$ cat src/ppndc_pkg.sv
// shared types and constants for the perspective projection block
`default_nettype none
package ppndc_pkg;

  localparam int unsigned COEF_FRAC = 24;
  localparam int unsigned NUM_COEF  = 6;
  localparam int unsigned DEN_W     = 48;
  localparam int unsigned MAG_W     = 64;
  localparam int unsigned Q_DEPTH   = 4;
  localparam int unsigned Q_PTR_W   = 2;
  localparam int unsigned Q_CNT_W   = 3;
  localparam int unsigned DIV_STEPS = 32;

  // configuration register indexes
  typedef enum logic [2:0] {
    REG_X_SCALE     = 3'd0,
    REG_X_OFFSET    = 3'd1,
    REG_Y_SCALE     = 3'd2,
    REG_Y_OFFSET    = 3'd3,
    REG_DEPTH_SCALE = 3'd4,
    REG_DEPTH_BIAS  = 3'd5
  } reg_idx_t;

  typedef logic [NUM_COEF-1:0][31:0] coef_t;

  // one classified item: numerator magnitudes, result signs, divisor
  typedef struct packed {
    logic [2:0][MAG_W-1:0] mag;
    logic [2:0]            neg;
    logic [DEN_W-1:0]      den;
    logic                  w_zero;
  } entry_t;

  // queue status seen by the front and back parts
  typedef struct packed {
    logic full;
    logic empty;
  } q_stat_t;

  // one lane of the division pipeline
  typedef struct packed {
    logic [DEN_W-1:0] rem;
    logic [31:0]      lo;
    logic             ovf;
  } lane_t;

  typedef struct packed {
    logic             valid;
    logic [2:0]       neg;
    logic             w_zero;
    logic [DEN_W-1:0] den;
    lane_t [2:0]      lane;
  } div_stage_t;

endpackage
`default_nettype wire

$ cat src/ppndc_queue.sv
// short queue between front and back parts
`default_nettype none
module ppndc_queue (
  input  wire                 clk,
  input  wire                 rst_n,
  input  wire                 push,
  input  ppndc_pkg::entry_t   push_data,
  input  wire                 pop,
  output ppndc_pkg::entry_t   head,
  output ppndc_pkg::q_stat_t  qstat
);

  ppndc_pkg::entry_t mem_r [ppndc_pkg::Q_DEPTH];
  logic [ppndc_pkg::Q_PTR_W-1:0] wr_r, rd_r;
  logic [ppndc_pkg::Q_CNT_W-1:0] cnt_r;

  assign qstat.full  = (cnt_r == ppndc_pkg::Q_CNT_W'(ppndc_pkg::Q_DEPTH));
  assign qstat.empty = (cnt_r == '0);
  assign head        = mem_r[rd_r];

  // pointers and fill count
  always_ff @(posedge clk) begin
    if (!rst_n) begin
      wr_r  <= '0;
      rd_r  <= '0;
      cnt_r <= '0;
    end else begin
      if (push) wr_r <= wr_r + 1'b1;
      if (pop)  rd_r <= rd_r + 1'b1;
      if (push && !pop)      cnt_r <= cnt_r + 1'b1;
      else if (pop && !push) cnt_r <= cnt_r - 1'b1;
    end
  end

  // storage
  always_ff @(posedge clk) begin
    if (push) mem_r[wr_r] <= push_data;
  end

endmodule
`default_nettype wire

$ cat config.mk
export PLATFORM = sky130hd
export DESIGN_NAME = ppndc_queue
export DESIGN_NICKNAME = d
export VERILOG_FILES = /design/src/ppndc_pkg.sv /design/src/ppndc_queue.sv
export SDC_FILE = /design/constraint.sdc
export NUM_CORES = 1
export LEC_CHECK = 0
export BUFFER_PORTS_ARGS = -buffer_cell sky130_fd_sc_hd__buf_2
export CAP_MARGIN = 15
export CELL_PAD_IN_SITES_DETAIL_PLACEMENT = 0
export CELL_PAD_IN_SITES_GLOBAL_PLACEMENT = 1
export CORE_MARGIN = 8
export CORE_UTILIZATION = 50
export DETAILED_ROUTE_END_ITERATION = 6
export HOLD_SLACK_MARGIN = 0.08
export PLACE_DENSITY_LB_ADDON = 0.1
export SLEW_MARGIN = 20
export SYNTH_ARGS = -nofsm -noshare
export SYNTH_HDL_FRONTEND = slang
export SYNTH_SLANG_ARGS = --single-unit
$ cat constraint.sdc
create_clock -name clk -period 8.19 [get_ports clk]
set_input_delay 0.4095 -clock clk [delete_from_list [all_inputs] [get_ports clk]]
set_output_delay 0.4095 -clock clk [all_outputs]
set_load 0.005 [all_outputs]
# [Word-level counts from Yosys, hierarchy flattened]
# Memory sizes are Yosys's and may differ from the RTL's. A register that Yosys moved wholly into a read port is not among the register bits.
# Index checks and enable logic that the tools add are counted.
[word_totals] memories=1 output_inout_bits=246 in_bits=248 ff_bits=7 mem_bits_rw=976
[classes] mux=6 n_reduce_logical=6 eq_ne=1 add_sub_neg=4
[mem_list] memory="mem_r" words=4 width=244 read_ports=1 rd_clocked_by_memory_dff=1 wr=1 line="ppndc_queue.sv:13" source="ppndc_pkg::entry_t mem_r [ppndc_pkg::Q_DEPTH];"
[ops] operator="2-to-1 mux 3 bit" count=2
[ops] operator="adder 2 x 1 -> 2 bit, second input constant" count=2
[ops] operator="2-to-1 mux 2 bit" count=2
[ops] operator="adder 3 x 1 -> 3 bit, second input constant" count=1
[ops] operator="equality test 3 bit, second input constant" count=1
[ops] operator="zero test 3 bit" count=1
[ops] operator="subtractor 3 x 1 -> 3 bit, second input constant" count=1
[ops] operator="logical AND 1 bit" count=2
[ops] operator="zero test 1 bit" count=2
[ops] operator="2-to-1 mux 1 bit" count=2
[ops] operator="nonzero test 2 bit" count=1

# [Depth between registers and ports, before layout]
# Gate-level depths: netlist of run 1.
[logic_depth] word_depth=4 depth_mapped=7 ltp_nobuf=7

# [Worst setup path before layout of run 1]
# OpenSTA, ideal clock, no wires.
[synth_timing] path_type="register to register" from="register wr_r[0] in the netlist's numbering" to="memory mem_r[0][0] in the netlist's numbering (enable)" stages_incl_launch_ff=4 arrival_ns=6.075 path_slack_ns=1.481 path_buffers=0 setup_ns=0.635 t_required_ns=7.555 synth_period_minus_slack_ns=6.709 path_cell_list="dfxtp_1 inv_1 ha_1 and2_1"
[synth_rtl] element="from (decl)" line="ppndc_queue.sv:14" source="logic [ppndc_pkg::Q_PTR_W-1:0] wr_r, rd_r;"
[synth_rtl] element="from (signal assigned)" line="ppndc_queue.sv:28" source="if (push) wr_r <= wr_r + 1'b1;"
[synth_rtl] element="to (decl)" line="ppndc_queue.sv:13"
# No word-level cell before the write port.

==> qor.txt, run 1 <==
Post-synth top area share: 82.3%
HPWL Detailed: 45,200 um
Worst Max-Slew Pin Slew: 1200 ps
Final ANT Viol Nets: 0
Pwr dens: 252 nW/um^2
Root Driver: clkbuf_16
Synth Area in XOR/XNOR: 0.123%
Crit share post-route: 45.1%
Largest family of logic cells by synthesized area: multiplexers
H-tree Lvls: 3
Adder-cell area share of the yosys netlist: 0.232%
DR iter-0 viols: 1,081
# nets final: 2,369
Antenna violations before repair: 18
Max clock buf depth: 3
Placeable Area: 71,000 sq um
DRC: 0
Gpl congestion: 0.724
Vias in the first global route: 18,100
TritonCTS Sinks: 985
Highest clock rate: 271 MHz
Gr ovfl total: 0
CTS Buf Count: 100
Minimum clock period: 3700 ps
First-pass GRT wire length: 115,000 um
Cell accounting for the most synthesized area: edfxtp_1
Final Core Density: 63.0%
Critical-path cell list: buf_12, mux4_2, buf_2
Clock-pin slew on the worst setup and hold paths: 60 ps
Mapped Cells: 1,317
Die Ht: 283 um
CP max FO: 113
Yosys reg bits: 985
Routed vias/inst: 5.31
Port Buffers: 493
Max Slew Vio Count: 0
# Max-Cap Violations: 0
Leakage power: 15.1 nW
Largest net degree at the start of global routing: 129
Delay-heaviest family, CP: flip-flops
Layout cell share with drive strength beyond 1: 40.5%
Compound-Gate Fraction of Synth Area: 0.0351%
Crit end category: output port
Post-synthesis mux area share: 15.5%
Status: complete, no violations
Crit Path Category: flop to output port
Initial core utilization: 50.2%
Post-Syn Area: 35,600 sq um
First-pass DRT Iterations: 5
Warnings, synthesis: 0
Worst Path Buf+Inv: 2
CTS tree: built
Fin. Hold Viols: 0
Clk_lat worst skew: 630 ps
Routed wire length: 76,400 um
Post-Synth Simple-Gate Area: 0.256%
Area growth, synth to finish: 25.5%
Die ar.: 80,100 sq um
Vias: 16,800
Fill count: 4,919
Fin Setup TNS: 0 ps
Post-cts resize count: 0
Syn Nets: 1,571
Yosys cell types: 20
Num rows: 98
CP Data Arrival Time: 3290 ps
Worst hold-check path type: input pin to flop
Total track usage: 18.8%
Die X: 283 um
Worst stage delay on the critical path: 850 ps
Fin Clk Skew: 11.9 ps
Register area share after synthesis: 82.8%
Worst endpoint required time: 7780 ps
Mean Syn Cell Area: 27.1 sq um
# IOs: 494
RSZ-0062 raised after global routing: false
Routed length per instance: 24.2 um
Final Setup Violations: 0
Slew Limit Headroom: 20.2%
CP max stage cell: dfxtp_4
VDD IR max: 250 uV
Area contributors post-synth: edfxtp_1, mux4_2, buf_6
Critical Path Start Type: flop
==> flip-flops by register name, indices dropped and copies added (netlist names), named ones only <==
signal,flops
mem_r,976
cnt_r,3
rd_r,2
wr_r,2
==> worst min-delay path, cell delays in order <==
cell,delay [ps]
buf_2,110
xor2_1,80
and2_1,150
==> synthesized netlist by cell type <==
master    number
xor2_1         3
dfxtp_1        9
buf_6         19
mux4_2       244
edfxtp_1     976
mux2i_1        2
nor3b_1        1
clkbuf_1       9
o21ai_0        1
and2_1         9
buf_2         26
nor3_1         1
or3_1          1
inv_1          4
nand2_1        1
xnor2_1        2
fa_1           1
nor2b_1        2
ha_1           5
a21boi_0       1
==> what timing repair did <==
| item | 4_1_cts | 5_1_grt |
|---|---|---|
| endpoints found under the hold margin | 985 | 0 |
| hold buffers | 245 | 0 |
| buffers inserted | 0 | 0 |
==> layer usage <==
layer | wire [um] | track usage [%]
met2 | 38700 | 31.4
met5 | 90 | 0
met1 | 30100 | 23.9
met3 | 5580 | 5.37
met4 | 1920 | 6.08
==> cell families after synthesis <==
kind of cell | after synthesis
xor gates and xnor gates | 5
muxes | 246
and+or+nand+nor | 15
buffers and inverters | 58
adders and majority gates | 6
DFF | 985
AOI/OAI and AO/OA | 2
==> final timing paths <==
path	endpoint	cells after the start	slack, ps	startpoint
worst min-delay path	flop	3	160	pop
worst max register to register	mem_r[3][176]$_DFFE_PP_	3	5520	wr_r[0]$_SDFFE_PN0P_
worst min register to register	cnt_r[2]$_SDFFE_PN0P_	2	520	cnt_r[2]$_SDFFE_PN0P_
worst max-delay path	head[176]	3	4490	flop
==> cells in the final DEF, fill, tap and decap left out, drive strengths merged <==
master,count
edfxtp,976
buf,505
dlygate4sd3,245
mux4,244
clkbuf,126
clkinv,42
diode,12
bufinv,9
dfxtp,9
and2,9
inv,8
ha,5
xor2,3
xnor2,2
mux2i,2
nor2b,2
nor3,1
nor3b,1
nand2,1
o21ai,1
or3,1
a21boi,1
fa,1
clkinvlp,1
==> power breakdown <==
group	switching, mW	internal [mW]	leakage, nW
sequential	0.0681	5.80	9.04
clock	1.80	2.55	1.54
combinational	0.545	0.533	4.52
==> final cells by class <==
type / instances / area, sq um / area share (%)
Clock buffer: 126 / 2620 / 5.86
Tap cell: 950 / 1190 / 2.66
Inverter: 4 / 15.0 / 0.0336
Timing Repair Buffer: 750 / 5100 / 11.4
Clock inverter: 56 / 519 / 1.16
Multi-Input combinational cell: 274 / 5760 / 12.9
Sequential cell: 985 / 29500 / 66.0
Antenna cell: 12 / 30.0 / 0.0671
==> stage by stage <==
stage / power (mW) / area (sq um) / setup slack [ps] / hold WS, ps / cells
4_1_cts: 11.4 / 44700 / 4420 / 115 / 3145
2_1_floorplan: 6.54 / 35600 / 1480 / 472 / 1317
5_1_grt: 11.7 / 44700 / 4300 / 149 / 3152
3_3_place_gp: 6.97 / 39100 / 5090 / 492 / 2718
3_5_place_dp: 6.99 / 39100 / 5110 / 510 / 2718
6_report: 11.3 / 44700 / 4490 / 158 / 3157
No activity file was read; power rests on OpenSTA's default activity.
==> run 2: changes to the inputs <==
--- a/config.mk
+++ b/config.mk
@@ -5,12 +5,13 @@
 export SDC_FILE = /design/constraint.sdc
 export NUM_CORES = 1
 export LEC_CHECK = 0
+export ABC_AREA = 1
 export BUFFER_PORTS_ARGS = -buffer_cell sky130_fd_sc_hd__buf_2
 export CAP_MARGIN = 15
 export CELL_PAD_IN_SITES_DETAIL_PLACEMENT = 0
 export CELL_PAD_IN_SITES_GLOBAL_PLACEMENT = 1
 export CORE_MARGIN = 8
-export CORE_UTILIZATION = 50
+export CORE_UTILIZATION = 43
 export DETAILED_ROUTE_END_ITERATION = 6
 export HOLD_SLACK_MARGIN = 0.08
 export PLACE_DENSITY_LB_ADDON = 0.1
==> constraint.sdc (replaced) <==
create_clock -name clk -period 3.29 [get_ports clk]
set_input_delay 0.1645 -clock clk [delete_from_list [all_inputs] [get_ports clk]]
set_output_delay 0.1645 -clock clk [all_outputs]
set_load 0.005 [all_outputs]
==> run 2 against run 1 <==
Net effect:
- critical endpoint is now head[34]
- via count is 36% higher
- flip-flop and latch count did not move
- largest cell class unchanged
- critical path type unchanged
- synthesized cell count increased by 84%
- core utilization shrank 8.2 points
- global-route usage up 0.49 points
==> qor.txt, run 2 <==
Status: complete, no violations
Worst endpoint required time: 3130 ps (-4650 ps)
Clock-pin slew on the worst setup and hold paths: 60 ps (about the same)
Largest net degree at the start of global routing: 165 (+28%)
DRC: 0 (unchanged)
Regs by FF count: mem_r: 976 flops, cnt_r: 3 flops
Fin Clk Skew: 15.9 ps (+3.97 ps)
CP Data Arrival Time: 2690 ps (-600 ps)
Routed wire length: 94,600 um (+24%)
Reg2reg start: wr_r[0]$_SDFFE_PN0P_
Highest clock rate: 350 MHz
Yosys reg bits: 985 (unchanged)
Root Driver: clkbuf_16
Mean Syn Cell Area: 15.1 sq um (-44%)
# nets final: 3,394 (+43%)
Most frequent cell after synthesis: edfxtp_1
Yosys cell types: 20 (unchanged)
Worst Path Buf+Inv: 2 (unchanged)
Layout cell share with drive strength beyond 1: 21.5% (-19 points)
Worst hold-check path type: input pin to flop
Syn Nets: 2,671 (+70%)
CP max stage cell: buf_4
Hold Path End: mem_r[0][19]$_DFFE_PP_
DR iter-0 viols: 1,635 (+51%)
VDD IR max: 466 uV (+86%)
Reg2Reg Depth: 4 (+1)
TritonCTS Sinks: 985 (unchanged)
Total track usage: 19.3% (+0.49 points)
Vias in the first global route: 22,900 (+27%)
Routed vias/inst: 5.23 (-1.4%)
Final Core Density: 54.8% (-8.2 points)
Global Route met2 Usage: 32.8% (+1.4 points)
EDFF count, synth: 976 (unchanged)
Mapped Cells: 2,417 (+84%)
Fin. Hold Viols: 0 (unchanged)
Port Buffers: 493 (unchanged)
CTS Buf Count: 102 (+2.0%)
Compound-Gate Fraction of Synth Area: 11.0% (+11 points)
Vias: 22,800 (+36%)
Commonest register cell after synthesis: edfxtp_1
Crit end category: output port
Leading cell type in the layout, fill and taps excluded: edfxtp_1
Cell accounting for the most synthesized area: edfxtp_1
Die X: 307 um (+8.5%)
Area growth, synth to finish: 25.9%
Antenna violations before repair: 11 (-7)
Slew Limit Headroom: 36.0% (+16 points)
Gpl congestion: 0.771 (+6.4%)
Post-synthesis mux area share: 0% (-15 points)
Biggest register: mem_r
Worst Max-Slew Pin Slew: 959 ps (-238 ps)
Num rows: 106 (+8.2%)
DP Area: 40,100 sq um (+2.6%)
Leakage power: 15.9 nW (+5.6%)
Non-filler cells, final: 4,366 (+38%)
Post-cts resize count: 0 (unchanged)
Post-Synth Simple-Gate Area: 5.23% (+5.0 points)
HPWL Detailed: 54,200 um (+20%)
Crit Path Category: flop to output port
Async S/R FF share, synth: 0% (unchanged)
Routed length per instance: 21.7 um (-11%)
First-pass GRT wire length: 141,000 um (+23%)
Commonest cells in the netlist: edfxtp_1, nor2_1, o21ai_0
Final Cell Area: 45,800 sq um (+2.5%)
Global routing met3 resource utilization: 4.71% (-0.66 points)
Worst setup margin: 432 ps (-4060 ps)
Register area share after synthesis: 81.0% (-1.8 points)
Placed cell count: 3,923 (+44%)
Hold path startpoint: push_data[19]
Final Setup Violations: 0 (unchanged)
GR Util met1: 24.6% (+0.73 points)
First-pass DRT Iterations: 5 (unchanged)
RSZ-0062 raised after global routing: false
Setup slack at placement: 1060 ps (-4050 ps)
Warnings, synthesis: 0 (unchanged)
Adder-cell area share of the yosys netlist: 0.227% (-0.0050 points)
Max reg flops: 976 (unchanged)
Placeable Area: 83,700 sq um (+18%)
Synth Area in XOR/XNOR: 0% (-0.12 points)
Critical-path cell list: buf_4, o21ai_0, o22ai_1, buf_2
Most frequent cells in the layout: edfxtp_1, nor2_1, buf_2
Worst stage delay on the critical path: 720 ps (-130 ps)
Final ANT Viol Nets: 0 (unchanged)
Die ar.: 94,200 sq um (+18%)
# IOs: 494 (unchanged)
Max Slew Vio Count: 0 (unchanged)
CP max FO: 90 (-20%)
Die Ht: 307 um (+8.5%)
H-tree Lvls: 3 (unchanged)
Fin Hold WS: 271 ps (+113 ps)
Critical Path Start Type: flop
Crit share post-route: 86.9%
Minimum clock period: 2860 ps
Area contributors post-synth: edfxtp_1, o21ai_0, nor2_1
Pwr dens: 615 nW/um^2 (+140%)
Post-synth top area share: 80.5% (-1.8 points)
# Max-Cap Violations: 0 (unchanged)
Delay-heaviest family, CP: buffers and inverters
CTS tree: built
Initial core utilization: 43.5% (-6.7 points)
Largest family of logic cells by synthesized area: compound AO/OA/AOI/OAI gates
Busiest metal layer after global routing: met2
Gr ovfl total: 0 (unchanged)
Max clock buf depth: 3 (unchanged)
Clk_lat worst skew: 650 ps (+20 ps)
Reg-to-reg endpoint: mem_r[3][183]$_DFFE_PP_
R2r setup slk: 1170 ps (-4350 ps)
Post-Syn Area: 36,400 sq um (+2.2%)
Hold Path Stages: 2 (-1)
## run 2: cell count changes after synthesis, sizes merged, moves of 3 or more
cell / delta
nor2: +493
buf: +6
mux4: -244
and2: -9
xor2: -3
o22ai: +244
o21ai: +493
a21oi: +4
clkbuf: +101
nand2: +8
inv: +12
## run 2: logic make-up (layout without fill, tap and decap cells)
group,count (synthesis),after routing
simple gates,506,506
compound gates,742,742
flops,985,985
fa+ha+maj,6,6
other cells,0,7
buf+inv,178,986
## run 2: area by class of cell
type                    instances  area [sq um]
clock buffers                 126          2710
clock inverters                63           528
repair buffers                780          5550
well taps                    1134          1420
inverters                      17          91.3
diodes                          7          17.5
multi-input cells            1254          6020
fillers                      6873         37900
flip-flops and latches        985         29500
## run 2: report_power, final
group	total (mW)	switching (mW)	internal, mW
Combinational	2.66	1.68	0.984
Sequential	14.5	0.117	14.4
Clock	11.1	4.66	6.40
Total	28.2	6.46	21.7
## run 2: stage by stage
stage,power (mW),setup TNS (ps)
final,28.2,0
after global routing,29.3,0
after CTS,28.6,0
after detailed placement,17.2,0
after global placement,17.2,0
after floorplan,16.0,-1313070
## run 2: worst register-to-register path, stage by stage, from the launching register on
cell and delay (ps):
dfxtp_2 330, ha_1 190, nand2_1 100, clkinvlp_4 690
buf_12 490
## run 2: how the worst max path moves through the flow
stage	startpoint	endpoint	slack [ps]	cells after the start
floorplan	wr_r[0]$_SDFFE_PN0P_	mem_r[0][0]$_DFFE_PP_	-1360	4
global placement	flop	head[155]	1090	5
detailed placement	flop	head[155]	1060	5
CTS	flop	head[34]	340	4
global route	flop	head[34]	250	4
finish	flop	head[34]	430	4
## run 2: what timing repair did
action	in CTS	in global routing
endpoints found under the hold margin	985	0
hold buffers	247	0
setup buffers	0	0
## run 2: metal layers
layer | up-vias | part of all wire [%]
li1 | 10700 | -
met1 | 11400 | 41
met2 | 649 | 50
met3 | 134 | 6.8
met4 | 8 | 2.3
met5 | - | 0.044
==> run 3: changes to the inputs <==
--- a/config.mk
+++ b/config.mk
@@ -11,7 +11,8 @@
 export CELL_PAD_IN_SITES_DETAIL_PLACEMENT = 0
 export CELL_PAD_IN_SITES_GLOBAL_PLACEMENT = 1
 export CORE_MARGIN = 8
-export CORE_UTILIZATION = 43
+export CORE_UTILIZATION = 45
+export CTS_BUF_LIST = sky130_fd_sc_hd__clkbuf_8
 export DETAILED_ROUTE_END_ITERATION = 6
 export HOLD_SLACK_MARGIN = 0.08
 export PLACE_DENSITY_LB_ADDON = 0.1
==> run 3 against run 2 <==
Net effect:
- highest routed layer unchanged
- worst setup slack lost 78 ps
- global-route usage is 0.99 points higher
- fmax down 2.6%
- largest power group unchanged
- largest cell class unchanged
- die area shrank 4.2%
==> qor.txt, run 3 (synthesis results as in run 2) <==
Status: complete, no violations
Highest clock rate: 341 MHz (-2.6%)
Fin Clk Skew: 34.8 ps (+18.9 ps)
CP Data Arrival Time: 2770 ps (+80 ps)
DR iter-0 viols: 1,446 (-12%)
Minimum clock period: 2940 ps (+77.6 ps)
Die Ht: 300 um (-2.1%)
Crit share post-route: 89.2% (+2.4 points)
# IOs: 494 (unchanged)
Area growth, synth to finish: 26.6%
Root Driver: clkbuf_8
Global Route met2 Usage: 34.1% (+1.3 points)
Global routing met3 resource utilization: 5.99% (+1.3 points)
Non-filler cells, final: 4,474 (+2.5%)
DP Area: 40,000 sq um (-0.35%)
Crit Path Category: flop to output port
Gpl congestion: 0.749 (-2.9%)
Worst endpoint required time: 3130 ps (about the same)
RSZ-0062 raised after global routing: false
Num rows: 104 (-1.9%)
Hold Path End: mem_r[2][34]$_DFFE_PP_
Max reg flops: 976 (unchanged)
Reg2reg start: cnt_r[0]$_SDFFE_PN0P_
Final ANT Viol Nets: 0 (unchanged)
Routed vias/inst: 5.23 (about the same)
Clk_lat worst skew: 780 ps (+130 ps)
Layout cell share with drive strength beyond 1: 21.7% (+0.22 points)
Fin. Hold Viols: 0 (unchanged)
# Max-Cap Violations: 0 (unchanged)
Hold path startpoint: push_data[34]
CP max FO: 76 (-16%)
Routed wire length: 94,400 um (-0.20%)
HPWL Detailed: 53,800 um (-0.66%)
Leading cell type in the layout, fill and taps excluded: edfxtp_1
Final Cell Area: 46,100 sq um (+0.58%)
Total track usage: 20.3% (+0.99 points)
DRC: 0 (unchanged)
Die X: 300 um (-2.1%)
Critical Path Start Type: flop
Placeable Area: 80,300 sq um (-4.1%)
Largest net degree at the start of global routing: 135 (-18%)
Slew Limit Headroom: 34.3% (-1.8 points)
Vias: 23,400 (+2.4%)
Port Buffers: 493 (unchanged)
Antenna violations before repair: 14 (+3)
Clock-pin slew on the worst setup and hold paths: 60 ps (about the same)
CTS tree: built
First-pass GRT wire length: 141,000 um (+0.30%)
Hold Path Stages: 2 (unchanged)
CTS Buf Count: 159 (+56%)
Final Setup Violations: 0 (unchanged)
Pwr dens: 574 nW/um^2 (-6.8%)
Final Core Density: 57.4% (+2.6 points)
Max clock buf depth: 3 (unchanged)
Fin Setup TNS: 0 ps (unchanged)
Die ar.: 90,300 sq um (-4.2%)
Leakage power: 16.3 nW (+2.4%)
Gr ovfl total: 0 (unchanged)
Max Slew Vio Count: 0 (unchanged)
Busiest metal layer after global routing: met2
R2r setup slk: 1000 ps (-170 ps)
Reg-to-reg endpoint: cnt_r[2]$_SDFFE_PN0P_
Overall Power: 26.4 mW (-6.2%)
H-tree Lvls: 4 (+1)
# nets final: 3,537 (+4.2%)
Worst Max-Slew Pin Slew: 986 ps (+26.4 ps)
Most frequent cells in the layout: edfxtp_1, nor2_1, buf_2
Routed length per instance: 21.1 um (-2.6%)
Placed cell count: 3,851 (-1.8%)
Worst setup margin: 355 ps (-77.6 ps)
Regs by FF count: mem_r: 976 flops, cnt_r: 3 flops
Vias in the first global route: 23,800 (+3.7%)
VDD IR max: 458 uV (-1.8%)
First-pass DRT Iterations: 7 (+2)
Fin Hold WS: 165 ps (-105 ps)
Biggest register: mem_r
GR Util met1: 24.8% (+0.20 points)
Initial core utilization: 45.3% (+1.8 points)
Worst hold-check path type: input pin to flop
# Post-CTS Setup Buffers: 0 (unchanged)
Setup slack at placement: 1100 ps (+35.8 ps)
TritonCTS Sinks: 985 (unchanged)
Reg2Reg Depth: 8 (+4)
Crit end category: output port
==> run 3: changes by cell type in the layout (fill, tap and decap cells not counted), moves of 7 or more <==
cell,delta
clkinv_1,+10
clkinv_2,-12
bufinv_16,-7
inv_1,+57
buf_4,+7
clkbuf_16,-105
dlygate4sd3_1,+84
clkbuf_1,-21
diode_2,+7
clkbuf_8,+163
==> run 3: timing repair <==
action / 4_1_cts / 5_1_grt
hold buffers: 331 / 0
gates resized for setup: 0 / 0
endpoints found under the hold margin: 985 / 0
==> run 3: where the power goes <==
part | total, mW | switching, mW | internal (mW) | leakage [nW]
Sequential | 14.5 | 0.120 | 14.4 | 9.04
Combinational | 2.73 | 1.68 | 1.04 | 5.65
Clock | 9.23 | 4.61 | 4.62 | 1.64
==> run 3: worst max-delay path by stage <==
stage | cells past startpoint | slack (ps) | to
after floorplan | 4 | -1360 | mem_r[0][0]$_DFFE_PP_
after global placement | 4 | 1120 | head[155]
after detailed placement | 4 | 1100 | head[155]
after CTS | 4 | 230 | head[155]
after global routing | 4 | 110 | head[131]
final | 4 | 350 | head[155]
==> run 3: layout make-up <==
type / count / area [sq um]
Fill cell: 6409 / 34200
Sequential cell: 985 / 29500
Timing Repair Buffer: 866 / 6350
Multi-Input combinational cell: 1254 / 6020
Clock buffer: 163 / 2240
Tap cell: 1060 / 1330
Clock inverter: 115 / 537
Inverter: 17 / 91.3
Antenna cell: 14 / 35.0
==> run 3: layer usage <==
metal  share of wire [%]  wire length, um  up-vias
met5               0.040               38        -
met4                 3.1             2910        6
met3                 6.9             6520      181
met2                  50            46900      660
met1                  40            38000    11600
li1                    -                -    11000
==> run 3: critical path, stage by stage (launching register included) <==
cell     delay [ps]
dfxtp_4         560
buf_4           680
o21ai_0         200
o22ai_1         320
buf_2           190
